**src/clcd_pkg.sv**
```systemverilog
// Shared types, codes and constants for the character-LCD four-bit sequencer.
// Used by the controller, the datapath and the top level; depends on nothing.
`timescale 1ns / 1ps

package clcd_pkg;

  // Request kinds
  localparam logic [2:0] KIND_INIT   = 3'd0;
  localparam logic [2:0] KIND_CLEAR  = 3'd1;
  localparam logic [2:0] KIND_HOME   = 3'd2;
  localparam logic [2:0] KIND_CMD    = 3'd3;
  localparam logic [2:0] KIND_CHAR   = 3'd4;
  localparam logic [2:0] KIND_CURSOR = 3'd5;
  localparam logic [2:0] KIND_INT    = 3'd6;
  localparam logic [2:0] KIND_GLYPH  = 3'd7;

  // Wait classes after an enable pulse
  localparam logic [1:0] WAIT_NONE  = 2'd0;
  localparam logic [1:0] WAIT_SHORT = 2'd1;
  localparam logic [1:0] WAIT_LONG  = 2'd2;

  // Configuration register indexes
  localparam logic [1:0] CFG_FUNCTION_SET  = 2'd0;
  localparam logic [1:0] CFG_DISPLAY_CTRL  = 2'd1;
  localparam logic [1:0] CFG_ENTRY_MODE    = 2'd2;

  // Configuration reset values
  localparam logic [7:0] FUNCTION_SET_RST = 8'h28;
  localparam logic [7:0] DISPLAY_CTRL_RST = 8'h0C;
  localparam logic [7:0] ENTRY_MODE_RST   = 8'h06;

  // Controller command bytes and nibbles
  localparam logic [7:0] CMD_CLEAR     = 8'h01;
  localparam logic [7:0] CMD_HOME      = 8'h02;
  localparam logic [7:0] CMD_DDRAM     = 8'h80;
  localparam logic [7:0] CMD_CGRAM     = 8'h40;
  localparam logic [7:0] ROW1_BASE     = 8'h40;
  localparam logic [3:0] INIT_NIB_8BIT = 4'h3;
  localparam logic [3:0] INIT_NIB_4BIT = 4'h2;
  localparam int         INIT_WAKE_NIBS = 4;

  // Character codes
  localparam logic [7:0] ASCII_MINUS    = 8'h2D;
  localparam logic [3:0] ASCII_DIGIT_HI = 4'h3;

  // Decimal conversion sizes
  localparam int MAG_W      = 32;
  localparam int DEC_DIGITS = 10;
  localparam int BCD_W      = 4 * DEC_DIGITS;
  localparam int CONV_CNT_W = $clog2(MAG_W);
  localparam int DIG_CNT_W  = $clog2(DEC_DIGITS + 1);

  // Sequence lengths in nibbles
  localparam int INIT_NIBS  = 12;
  localparam int GLYPH_NIBS = 18;
  localparam int NIB_CNT_W  = 5;

  // Default display geometry
  localparam int ROWS_DEFAULT = 2;
  localparam int COLS_DEFAULT = 16;

  // One request word
  typedef struct packed {
    logic [2:0]         kind;
    logic [7:0]         byte_value;
    logic [7:0]         cursor_row;
    logic [7:0]         cursor_col;
    logic signed [31:0] number;
    logic [7:0]         glyph_slot;
    logic [63:0]        glyph_rows;
  } in_t;

  // One bus nibble word
  typedef struct packed {
    logic       register_select;
    logic [3:0] nibble;
    logic [1:0] wait_after;
    logic       powerup_wait_before;
    logic       last;
  } out_t;

  // Controller to datapath commands
  typedef struct packed {
    logic load;
    logic conv_step;
    logic skip_step;
    logic emit;
  } cmd_t;

  // Datapath to controller status
  typedef struct packed {
    logic in_is_int;
    logic conv_last;
    logic skip_done;
    logic nib_last;
  } status_t;

endpackage

```
**src/char_lcd_four_bit_sequencer.sv**
```systemverilog
// Character-LCD four-bit sequencer: one request word in, 2 to 22 nibble words out.
// Integer requests first pass through double-dabble conversion and then leading-zero
// removal before their first nibble is registered.
// Throughput: one nibble per cycle while the output is not stalled; the next request
// is accepted in the cycle after the last nibble of the current one is registered.
// Reset: asynchronous, active low; idles and restores the three init command codes.
`timescale 1ns / 1ps

module char_lcd_four_bit_sequencer #(
  parameter int ROWS = clcd_pkg::ROWS_DEFAULT,
  parameter int COLS = clcd_pkg::COLS_DEFAULT
) (
  input  logic           clk_i,
  input  logic           rst_ni,
  input  logic           cfg_we_i,
  input  logic [1:0]     cfg_idx_i,
  input  logic [7:0]     cfg_data_i,
  input  logic           in_valid_i,
  output logic           in_stall_o,
  input  clcd_pkg::in_t  in_data_i,
  output logic           out_valid_o,
  input  logic           out_stall_i,
  output clcd_pkg::out_t out_data_o
);
  import clcd_pkg::*;

  cmd_t    cmd;
  status_t status;

  // Controller
  clcd_ctrl u_ctrl (
    .clk_i       (clk_i),
    .rst_ni      (rst_ni),
    .in_valid_i  (in_valid_i),
    .in_stall_o  (in_stall_o),
    .out_valid_o (out_valid_o),
    .out_stall_i (out_stall_i),
    .status_i    (status),
    .cmd_o       (cmd)
  );

  // Datapath
  clcd_dpath #(
    .ROWS (ROWS),
    .COLS (COLS)
  ) u_dpath (
    .clk_i      (clk_i),
    .rst_ni     (rst_ni),
    .cfg_we_i   (cfg_we_i),
    .cfg_idx_i  (cfg_idx_i),
    .cfg_data_i (cfg_data_i),
    .in_data_i  (in_data_i),
    .cmd_i      (cmd),
    .status_o   (status),
    .out_data_o (out_data_o)
  );

`ifndef SYNTHESIS
  // An accepted request holds off the next one.
  assert property (@(posedge clk_i) disable iff (!rst_ni)
    in_valid_i && !in_stall_o |=> in_stall_o)
    else $error("request accepted without holding off the next one");

  // The power-up wait only precedes a long-wait command nibble.
  assert property (@(posedge clk_i) disable iff (!rst_ni)
    out_valid_o && out_data_o.powerup_wait_before |->
      (out_data_o.wait_after == WAIT_LONG) && !out_data_o.register_select)
    else $error("power-up wait on a wrong nibble");

  // Data nibbles never ask for a wait.
  assert property (@(posedge clk_i) disable iff (!rst_ni)
    out_valid_o && out_data_o.register_select |-> out_data_o.wait_after == WAIT_NONE)
    else $error("data nibble with a wait");

  // A nibble word other than the last is only shown while its request is in progress.
  assert property (@(posedge clk_i) disable iff (!rst_ni)
    out_valid_o && !out_data_o.last |-> in_stall_o)
    else $error("request ended before its last nibble");
`endif

endmodule

```
**src/clcd_ctrl.sv**
```systemverilog
// Sequencing controller for the character-LCD four-bit sequencer.
// Depends on clcd_pkg; drives the datapath through cmd_t and reads status_t.
`timescale 1ns / 1ps

module clcd_ctrl (
  input  logic              clk_i,
  input  logic              rst_ni,
  input  logic              in_valid_i,
  output logic              in_stall_o,
  output logic              out_valid_o,
  input  logic              out_stall_i,
  input  clcd_pkg::status_t status_i,
  output clcd_pkg::cmd_t    cmd_o
);
  import clcd_pkg::*;

  localparam logic [1:0] ST_IDLE = 2'd0;
  localparam logic [1:0] ST_CONV = 2'd1;
  localparam logic [1:0] ST_SKIP = 2'd2;
  localparam logic [1:0] ST_EMIT = 2'd3;

  logic [1:0] state_q, state_d;
  logic       out_valid_q, out_valid_d;
  logic       out_free;

  // The output register can take a new word when empty or being drained.
  assign out_free = !out_valid_q || !out_stall_i;

  // Commands to the datapath.
  always_comb begin
    cmd_o           = '0;
    cmd_o.load      = (state_q == ST_IDLE) && in_valid_i;
    cmd_o.conv_step = (state_q == ST_CONV);
    cmd_o.skip_step = (state_q == ST_SKIP) && !status_i.skip_done;
    cmd_o.emit      = (state_q == ST_EMIT) && out_free;
  end

  // Next state.
  always_comb begin
    state_d = state_q;
    unique case (state_q)
      ST_IDLE: begin
        if (in_valid_i) state_d = status_i.in_is_int ? ST_CONV : ST_EMIT;
      end
      ST_CONV: begin
        if (status_i.conv_last) state_d = ST_SKIP;
      end
      ST_SKIP: begin
        if (status_i.skip_done) state_d = ST_EMIT;
      end
      ST_EMIT: begin
        if (out_free && status_i.nib_last) state_d = ST_IDLE;
      end
      default: state_d = ST_IDLE;
    endcase
  end

  // Output valid follows loads and drains.
  always_comb begin
    out_valid_d = out_valid_q;
    if (cmd_o.emit) out_valid_d = 1'b1;
    else if (!out_stall_i) out_valid_d = 1'b0;
  end

  // Control registers.
  always_ff @(posedge clk_i or negedge rst_ni) begin
    if (!rst_ni) begin
      state_q     <= ST_IDLE;
      out_valid_q <= 1'b0;
    end else begin
      state_q     <= state_d;
      out_valid_q <= out_valid_d;
    end
  end

  assign in_stall_o  = (state_q != ST_IDLE);
  assign out_valid_o = out_valid_q;

endmodule

```
**src/clcd_dpath.sv**
```systemverilog
// Datapath for the character-LCD four-bit sequencer: request capture, config
// registers, double-dabble decimal conversion and nibble selection. Uses clcd_pkg.
`timescale 1ns / 1ps

module clcd_dpath #(
  parameter int ROWS = clcd_pkg::ROWS_DEFAULT,
  parameter int COLS = clcd_pkg::COLS_DEFAULT
) (
  input  logic              clk_i,
  input  logic              rst_ni,
  input  logic              cfg_we_i,
  input  logic [1:0]        cfg_idx_i,
  input  logic [7:0]        cfg_data_i,
  input  clcd_pkg::in_t     in_data_i,
  input  clcd_pkg::cmd_t    cmd_i,
  output clcd_pkg::status_t status_o,
  output clcd_pkg::out_t    out_data_o
);
  import clcd_pkg::*;

  // Configuration registers
  logic [7:0] function_set_q, display_ctrl_q, entry_mode_q;

  // Request registers
  logic [2:0]             kind_q, kind_d;
  logic [7:0]             byte_q, byte_d;
  logic [7:0]             rows_q [8];
  logic [MAG_W-1:0]       mag_q, mag_d;
  logic [BCD_W-1:0]       bcd_q, bcd_d;
  logic                   minus_q, minus_d;
  logic [CONV_CNT_W-1:0]  conv_cnt_q, conv_cnt_d;
  logic [DIG_CNT_W-1:0]   ndig_q, ndig_d;
  logic [NIB_CNT_W-1:0]   ncnt_q, ncnt_d;
  out_t                   out_q;

  // Load-time values
  logic [7:0]       load_byte;
  logic             row_sel;
  logic [7:0]       col_eff;
  logic [MAG_W-1:0] num_bits;

  // Conversion step
  logic [BCD_W-1:0] bcd_adj;

  // Current nibble
  logic [3:0] byte_idx;
  logic       half;
  logic [2:0] row_idx;
  logic [7:0] cur_byte;
  logic       cur_rs;
  logic [1:0] cur_wait_low;
  logic       cur_direct;
  logic [3:0] cur_direct_nib;
  logic       cur_last;
  out_t       cur_out;

  // Configuration writes; an index beyond the list is ignored.
  always_ff @(posedge clk_i or negedge rst_ni) begin
    if (!rst_ni) begin
      function_set_q <= FUNCTION_SET_RST;
      display_ctrl_q <= DISPLAY_CTRL_RST;
      entry_mode_q   <= ENTRY_MODE_RST;
    end else if (cfg_we_i) begin
      unique case (cfg_idx_i)
        CFG_FUNCTION_SET: function_set_q <= cfg_data_i;
        CFG_DISPLAY_CTRL: display_ctrl_q <= cfg_data_i;
        CFG_ENTRY_MODE:   entry_mode_q   <= cfg_data_i;
        default: ;
      endcase
    end
  end

  // Cursor address and first byte of each request.
  assign row_sel  = (in_data_i.cursor_row < 8'(ROWS)) ? in_data_i.cursor_row[0] : 1'b0;
  assign col_eff  = (in_data_i.cursor_col < 8'(COLS)) ? in_data_i.cursor_col : 8'd0;
  assign num_bits = in_data_i.number;

  always_comb begin
    unique case (in_data_i.kind)
      KIND_CLEAR:  load_byte = CMD_CLEAR;
      KIND_HOME:   load_byte = CMD_HOME;
      KIND_CURSOR: load_byte = CMD_DDRAM | ((row_sel ? ROW1_BASE : 8'd0) + col_eff);
      KIND_GLYPH:  load_byte = CMD_CGRAM | {2'b00, in_data_i.glyph_slot[2:0], 3'b000};
      default:     load_byte = in_data_i.byte_value;
    endcase
  end

  // Double-dabble adjust: every BCD digit of five or more gains three.
  always_comb begin
    for (int i = 0; i < DEC_DIGITS; i++) begin
      bcd_adj[4*i +: 4] = (bcd_q[4*i +: 4] >= 4'd5) ? bcd_q[4*i +: 4] + 4'd3
                                                      : bcd_q[4*i +: 4];
    end
  end

  // Nibble selection for the current position in the request.
  assign byte_idx = ncnt_q[NIB_CNT_W-1:1];
  assign half     = ncnt_q[0];
  assign row_idx  = 3'(byte_idx - 4'd1);

  always_comb begin
    cur_byte       = byte_q;
    cur_rs         = 1'b0;
    cur_wait_low   = WAIT_NONE;
    cur_direct     = 1'b0;
    cur_direct_nib = INIT_NIB_8BIT;
    cur_last       = half;
    unique case (kind_q)
      KIND_INIT: begin
        cur_direct     = (ncnt_q < NIB_CNT_W'(INIT_WAKE_NIBS));
        cur_direct_nib = (ncnt_q == NIB_CNT_W'(INIT_WAKE_NIBS - 1)) ? INIT_NIB_4BIT
                                                                   : INIT_NIB_8BIT;
        unique case (byte_idx)
          4'd2:    cur_byte = function_set_q;
          4'd3:    cur_byte = display_ctrl_q;
          4'd4:    cur_byte = entry_mode_q;
          default: cur_byte = CMD_CLEAR;
        endcase
        cur_wait_low = (byte_idx == 4'd5) ? WAIT_LONG : WAIT_SHORT;
        cur_last     = (ncnt_q == NIB_CNT_W'(INIT_NIBS - 1));
      end
      KIND_CLEAR, KIND_HOME: begin
        cur_wait_low = WAIT_LONG;
      end
      KIND_CMD: begin
        cur_wait_low = WAIT_SHORT;
      end
      KIND_CHAR: begin
        cur_rs = 1'b1;
      end
      KIND_CURSOR: begin
        cur_rs = 1'b0;
      end
      KIND_INT: begin
        cur_rs   = 1'b1;
        cur_byte = minus_q ? ASCII_MINUS : {ASCII_DIGIT_HI, bcd_q[BCD_W-1 -: 4]};
        cur_last = half && !minus_q && (ndig_q == DIG_CNT_W'(1));
      end
      KIND_GLYPH: begin
        cur_rs   = (byte_idx != 4'd0);
        cur_byte = (byte_idx == 4'd0) ? byte_q : rows_q[row_idx];
        cur_last = (ncnt_q == NIB_CNT_W'(GLYPH_NIBS - 1));
      end
      default: ;
    endcase
  end

  always_comb begin
    cur_out.register_select     = cur_rs;
    cur_out.nibble              = cur_direct ? cur_direct_nib
                                  : (half ? cur_byte[3:0] : cur_byte[7:4]);
    cur_out.wait_after          = cur_direct ? WAIT_LONG
                                  : (half ? cur_wait_low : WAIT_NONE);
    cur_out.powerup_wait_before = (kind_q == KIND_INIT) && (ncnt_q == '0);
    cur_out.last                = cur_last;
  end

  // Next values of the request registers.
  always_comb begin
    kind_d     = kind_q;
    byte_d     = byte_q;
    mag_d      = mag_q;
    bcd_d      = bcd_q;
    minus_d    = minus_q;
    conv_cnt_d = conv_cnt_q;
    ndig_d     = ndig_q;
    ncnt_d     = ncnt_q;
    if (cmd_i.load) begin
      kind_d     = in_data_i.kind;
      byte_d     = load_byte;
      minus_d    = num_bits[MAG_W-1];
      mag_d      = num_bits[MAG_W-1] ? (~num_bits + MAG_W'(1)) : num_bits;
      bcd_d      = '0;
      conv_cnt_d = '0;
      ndig_d     = DIG_CNT_W'(DEC_DIGITS);
      ncnt_d     = '0;
    end else if (cmd_i.conv_step) begin
      {bcd_d, mag_d} = {bcd_adj[BCD_W-2:0], mag_q, 1'b0};
      conv_cnt_d     = conv_cnt_q + CONV_CNT_W'(1);
    end else if (cmd_i.skip_step) begin
      bcd_d  = {bcd_q[BCD_W-5:0], 4'h0};
      ndig_d = ndig_q - DIG_CNT_W'(1);
    end else if (cmd_i.emit) begin
      ncnt_d = ncnt_q + NIB_CNT_W'(1);
      if ((kind_q == KIND_INT) && half) begin
        if (minus_q) begin
          minus_d = 1'b0;
        end else begin
          bcd_d  = {bcd_q[BCD_W-5:0], 4'h0};
          ndig_d = ndig_q - DIG_CNT_W'(1);
        end
      end
    end
  end

  // Sequencing counters.
  always_ff @(posedge clk_i or negedge rst_ni) begin
    if (!rst_ni) begin
      minus_q    <= 1'b0;
      conv_cnt_q <= '0;
      ndig_q     <= '0;
      ncnt_q     <= '0;
    end else begin
      minus_q    <= minus_d;
      conv_cnt_q <= conv_cnt_d;
      ndig_q     <= ndig_d;
      ncnt_q     <= ncnt_d;
    end
  end

  // Payload registers.
  always_ff @(posedge clk_i) begin
    kind_q <= kind_d;
    byte_q <= byte_d;
    mag_q  <= mag_d;
    bcd_q  <= bcd_d;
    if (cmd_i.load) begin
      for (int i = 0; i < 8; i++) rows_q[i] <= in_data_i.glyph_rows[8*i +: 8];
    end
    if (cmd_i.emit) out_q <= cur_out;
  end

  // Status back to the controller.
  always_comb begin
    status_o.in_is_int = (in_data_i.kind == KIND_INT);
    status_o.conv_last = (conv_cnt_q == CONV_CNT_W'(MAG_W - 1));
    status_o.skip_done = (bcd_q[BCD_W-1 -: 4] != 4'h0) || (ndig_q == DIG_CNT_W'(1));
    status_o.nib_last  = cur_last;
  end

  assign out_data_o = out_q;

endmodule

```
**config.mk**
```make
export PLATFORM = sky130hd
export DESIGN_NAME = char_lcd_four_bit_sequencer
export DESIGN_NICKNAME = d
export VERILOG_FILES = /design/src/clcd_pkg.sv /design/src/char_lcd_four_bit_sequencer.sv /design/src/clcd_ctrl.sv /design/src/clcd_dpath.sv
export SDC_FILE = /design/constraint.sdc
export NUM_CORES = 1
export LEC_CHECK = 0
export BUFFER_PORTS_ARGS = -buffer_cell sky130_fd_sc_hd__buf_2
export CAP_MARGIN = 20
export CORE_MARGIN = 2
export CORE_UTILIZATION = 50
export DETAILED_ROUTE_END_ITERATION = 8
export GPL_ROUTABILITY_DRIVEN = 0
export HOLD_SLACK_MARGIN = 0.06
export PLACE_DENSITY = 0.69
export SKIP_LAST_GASP = 1
export SLEW_MARGIN = 25
export SYNTH_ARGS = -nofsm -noshare
export SYNTH_HDL_FRONTEND = slang
export SYNTH_SLANG_ARGS = --single-unit
```
**constraint.sdc**
```tcl
create_clock -name clk_i -period 5.6 [get_ports clk_i]
set_clock_uncertainty 0.15 [all_clocks]
set_input_delay 0.84 -clock clk_i [delete_from_list [all_inputs] [get_ports clk_i]]
set_output_delay 0.84 -clock clk_i [all_outputs]
set_load 0.02 [all_outputs]
```
== After elaboration in Yosys (flattened, before gate mapping) ==
Memory sizes are Yosys's and may differ from the RTL's.
Index checks and enable logic that the tools add are counted.

* Logic and storage cells: 188
* Output and inout port bits: 11
* Input port bits: 146
* Flip-flop bits (word level): 134
* Memories: 1
* Bits in writable memories: 64

* Reduce and logical (&&, ||, !) cells: 40
* Bitwise logic cells: 2
* Add/sub/neg operators: 16
* Order comparisons: 13
* Mux-type cells: 63
* Equal/unequal tests: 34

{| class="wikitable"
|+ Memories
! memory !! words !! bits a word !! read ports !! clocked after Yosys merged registers in !! wr ports !! RTL line !! source
|-
| u_dpath.rows_q || 8 || 8 || 1 || 0 || 8 || clcd_dpath.sv:27 || <nowiki>logic [7:0] rows_q [8];</nowiki>
|}

{| class="wikitable"
|+ Operator list
! kind !! count
|-
| $mux 40 || 5
|-
| $mux 32 || 3
|-
| $mux 4 || 18
|-
| $pmux 8 s3 || 2
|-
| $ge 4x3->1 const B || 10
|-
| $add 4x2->4 const B || 9
|-
| $mux 5 || 7
|-
| $add 32x1->32 const B || 1
|-
| $not 32->32 || 1
|-
| $pmux 8 s4 || 1
|-
| $eq 3x3->1 const B || 6
|-
| $mux 2 || 7
|-
| $mux 7 || 2
|-
| $mux 1 || 12
|-
| $reduce_and 4->1 || 3
|-
| $reduce_bool 3->1 || 4
|-
| $add 5x1->5 const B || 2
|-
| $eq 5x5->1 const B || 2
|-
| $ne 2x1->1 const B || 5
|-
| $eq 3x2->1 const B || 3
|-
| $eq 4x2->1 const B || 2
|-
| $eq 4x3->1 const B || 2
|-
| $logic_and 1x1->1 || 8
|-
| $lt 8x2->1 const B || 1
|-
| 32 further kinds || 52
|}

== Depth between registers and ports, before layout ==
* Word-level depth: 7
* Depth in mapped cells: 11

== By module ==
Synthesis repeated with hierarchy kept, for this count alone.

* Cell total of the unflattened synthesis: 959
* Area total of the unflattened synthesis: 10,583.9 um^2

{| class="wikitable"
|+ By module, submodules not included
! module !! cells an instance !! instances !! area an instance (um^2) !! seq. area each (um^2)
|-
| clcd_dpath || 934 || 1 || 10,308.6 || 5,267.6
|-
| clcd_ctrl || 25 || 1 || 275.3 || 75.1
|}

== Worst setup path before layout ==
OpenSTA, ideal clock, no wires.

* Path kind: input port to flip-flop
* From: input in_valid_i
* To: register u_dpath.byte_q[0] (enable)
* Stages: 4
* Slack: 1.381 ns
* Buffers on the path: 2
* Data arrival time: 3.601 ns
* Cell sequence: nand2_1 > inv_1 > clkbuf_1 > buf_1

{| class="wikitable"
|+ RTL lines
! element !! RTL line !! source
|-
| from (decl) || char_lcd_four_bit_sequencer.sv:18 || <nowiki>input logic in_valid_i,</nowiki>
|-
| to (signal assigned) || clcd_dpath.sv:214 || <nowiki>byte_q <= byte_d;</nowiki>
|-
| to (decl) || clcd_dpath.sv:26 || <nowiki>logic [7:0] byte_q, byte_d;</nowiki>
|}

== Worst setup path after layout ==
* From: register u_dpath.ncnt_q[1]
* To: register u_dpath.out_q, in the netlist u_dpath.out_data_o[5], data pin

* Word-level cells in the longest chain between the ends: 6

{| class="wikitable"
|+ Ends and longest elaborated chain
! element !! RTL line !! source
|-
| from (decl) || clcd_dpath.sv:33 || <nowiki>logic [NIB_CNT_W-1:0] ncnt_q, ncnt_d;</nowiki>
|-
| from (signal assigned) || clcd_dpath.sv:207 || <nowiki>ncnt_q <= ncnt_d;</nowiki>
|-
| $sub 3x1->3 || clcd_dpath.sv:99 || <nowiki>assign row_idx = 3'(byte_idx - 4'd1);</nowiki>
|-
| $mem_v2 8x8 || - ||
|-
| $mux 8 || clcd_dpath.sv:141 || <nowiki>cur_byte = (byte_idx == 4'd0) ? byte_q : rows_q[row_idx];</nowiki>
|-
| $pmux 8 s3 || clcd_dpath.sv:108 || <nowiki>unique case (kind_q)</nowiki>
|-
| $mux 4 || clcd_dpath.sv:151 || <nowiki>: (half ? cur_byte[3:0] : cur_byte[7:4]);</nowiki>
|-
| $mux 4 * || clcd_dpath.sv:150 || <nowiki>cur_out.nibble = cur_direct ? cur_direct_nib</nowiki>
|-
| to (signal assigned) || clcd_dpath.sv:220 || <nowiki>if (cmd_i.emit) out_q <= cur_out;</nowiki>
|-
| to (decl) || clcd_dpath.sv:34 || <nowiki>out_t out_q;</nowiki>
|}

Mark *: on every way between the ends. The rest lies on a longest branch, timed or not.
A chain may end at the register's enable or synchronous reset.

==> impl_results.md <==
* Status: complete, no violations
* Most common cell after layout, fill and taps aside: buf_2
* Rows at 53
* Starting Density at about half
* Filler Cell Count at ~1,800
* CP Capture Type: flop
* Final hold violation count at 0
* Post-synth EDFFs at between 100 and 150
* Via count at about 8,000
* H-tree levels at 4
* Max_slew headroom at a little over two fifths
* Synthesized flop and latch total at slightly below 200
* Max Transition Viols Final at 0
* Drt wl/cell at 16.8 um
* Critical Path AT at 3.52 ns
* Clock latency on the worst-skew pair at approximately 0.43 ns
* Synth top area cells: edfxtp_1, dfrtp_1, dfxtp_1
* Yosys cell types at between 80 and 90
* DR iter-0 viols at 642
* Gr usage total at between 20% and 30%
* Synth Net Count at approximately 1,200
* Seq/Total Area, Yosys at 49.8%
* DIE WIDTH at ~150 um
* Max FO, Critical Path at 23
* Critical-path top delay cell: ha_1
* Measured slew at the worst slew-check pin at 0.843 ns
* Area Overhead vs Synth at 13.6%
* Die span in y at roughly 150 um
* Async S/R FF share, synth at 21.2%
* Hpwl dp at roughly 16 mm
* Area leader, netlist: edfxtp_1
* Antenna violation net count after detailed routing at 0
* Period minus WS final at between 3 and 4 ns
* Num Clock Sinks at 198
* Largest net degree at the start of global routing at between 70 and 80
* # Post-CTS Setup Buffers at 0
* Maximum clock path buffer count at 2
* CTS tree: yes
* Max-cap check violation count at 0
* TritonCTS buffer count at 17
* CTS resizes at 0
* Fin nets at between 1,000 and 1,500
* Cell Pwr Density at roughly 490 mW/mm2
* Antenna diodes at 0
* WS Path Type: reg2reg
* Synthesized cell area at ~0.011 mm2
* Vias per inst at between 5 and 6
* IO Count at between 150 and 200
* Max VDD drop at roughly 0.24 mV
* Core outline area at ~0.021 mm2
* First-pass GRT wire length at just under 40 mm
* Clk slew on worst S/H paths at 0.08 ns
* Root Driver: clkbuf_16
* TNS Setup at 0 ns
* P_leak at between 4 and 5 nW
* Pre-Repair DR Iteration Count at 5
* Post-Route Utilization at between 50% and 60%
* Initial antenna violation count at 0
* Avg Inst Size Synth at ~11 um2
* CP max stage delay at between 0.8 and 0.9 ns
* Crit-path cells: buf_4 -> inv_1 -> ha_1 -> mux4_2 -> mux2i_1 -> nor2_1 -> a2111oi_0 -> a2bb2oi_1
* Startpoint types: flop
* Port bufs at between 150 and 200
* CTS hold repair buffers at 0
* CP Buf/Inv Count at 2
* Primary FF master, synth: edfxtp_1
* WL final at roughly 23 mm
* Crit-path leading delay family: adder cells
* Fin crit share at roughly 63%
* Synth warn at 0
* Achievable Freq at around 0.29 GHz
* RSZ-0062 raised after global routing: false
* Vias in the first global route at between 7,000 and 8,000
* Post-synth top area share at about 33%
* Total die area at 0.0226 mm2
* Syn Inst Count at about 980
* Setup violators final at 0
* Min-Delay Path Class: in2async
* Most frequent cells in the layout: buf_2, edfxtp_1, nand2_1, nor2_1, o21ai_0
* Post-route DRC at 0
* Critical Path RT at approximately 5.6 ns
* Share of cells above drive strength 1 at roughly 24%
* Grt total ovfl at 0
==> synth_stat cells (6+ instances only) <==
cell and count:
a211oi_1 33, a21oi_1 51, a22oi_1 9, a31oi_1 22, a41oi_2 7, and3b_1 8, buf_2 7, buf_6 6
clkbuf_1 29, dfrtp_1 36, dfstp_2 6, dfxtp_1 40, edfxtp_1 116, ha_1 38, inv_1 47, mux2_2 24
mux2i_1 12, mux4_2 17, nand2_1 99, nand2b_1 13, nand3_1 25, nor2_1 68, nor2b_1 14, nor3_1 21
o21ai_0 60, o21ai_1 9, o32ai_1 7, xnor2_1 27, xor2_1 18
==> routing by layer <==
layer  vias up  GRT usage (%)  share of wire [%]  routed length [um]
met1      3812           29.7                 46               10800
met3        16           3.82                4.1                 962
met5         -              0                  0                   0
met2       170           35.6                 49               11300
li1       3890              -                  -                   -
met4         0           5.57                1.1                 253
==> state kept, by name (all words and copies together) (netlist names), 2 cells and up <==
register                cells
u_dpath.rows_q             64
u_dpath.bcd_q              40
u_dpath.mag_q              32
u_dpath.out_data_o          9
u_dpath.byte_q              8
u_dpath.display_ctrl_q      8
u_dpath.entry_mode_q        8
u_dpath.function_set_q      8
u_dpath.conv_cnt_q          5
u_dpath.ncnt_q              5
u_dpath.ndig_q              4
u_dpath.kind_q              3
u_ctrl.state_q              2
==> final cells by class <==
cell class | instances | area, um2 | area share, %
Inverter | 47 | 179 | 1.47
Clock buffer | 17 | 425 | 3.50
Multi-Input combinational cell | 683 | 4900 | 40.3
Timing Repair Buffer | 159 | 831 | 6.83
Clock inverter | 15 | 149 | 1.22
Sequential cell | 198 | 5340 | 43.9
Tap cell | 275 | 344 | 2.83
==> report_power, final <==
part	internal, mW	switching (mW)
logic	0.975	1.40
clock network	0.594	0.595
registers	2.11	0.333
==> worst register-to-register path: cells and delay by family, from the launching register on <==
kind	cells	cell delay, ns
AND/OR/NAND/NOR	1	0.07
flip-flops	1	0.33
adder cells (fa/ha/maj)	1	0.83
buffers and inverters	2	0.54
AO/OA/AOI/OAI	2	0.70
multiplexers	2	0.63
==> path summary, 6_finish.rpt <==
check,start,slack [ns],depth (start not counted),endpoint
max in group asynchronous,rst_ni,4.67,1,u_dpath.conv_cnt_q[3]
worst max register to register,u_dpath.ncnt_q[1],2.09,8,u_dpath.out_data_o[5]
worst min-delay path,rst_ni,0.24,1,u_dpath.entry_mode_q[5]
min in group clk_i,u_dpath.entry_mode_q[6],0.36,1,u_dpath.entry_mode_q[6]
worst min register to register,u_dpath.entry_mode_q[6],0.36,1,u_dpath.entry_mode_q[6]
worst max-delay path,u_dpath.ncnt_q[1],2.09,8,u_dpath.out_data_o[5]
==> per-stage QoR <==
step / total power, mW / instance area [um2] / hold slack (ns) / cells / setup WS (ns)
after global placement: 4.78 / 11600 / 0.338 / 1362 / 2.21
after detailed placement: 4.85 / 11600 / 0.340 / 1362 / 2.11
after CTS: 6.06 / 12200 / 0.361 / 1394 / 2.11
after floorplan: 4.28 / 10700 / 0.319 / 981 / 1.38
after global routing: 6.47 / 12200 / 0.273 / 1394 / 1.89
final: 6.01 / 12200 / 0.244 / 1394 / 2.09
==> cell families (layout without fill, tap and decap cells) <==
| group | count (synthesis) | in the layout | share of synthesized area (%) |
|---|---|---|---|
| and+or+nand+nor | 293 | 293 | 14.0 |
| AOI/OAI and AO/OA | 253 | 253 | 16.2 |
| DFF | 198 | 198 | 49.8 |
| buffers and inverters | 100 | 238 | 4.46 |
| muxes | 53 | 53 | 7.21 |
| xor gates and xnor gates | 46 | 46 | 3.83 |
| adders and majority gates | 38 | 38 | 4.44 |
Note: power is estimated with default switching activity, not from simulation.
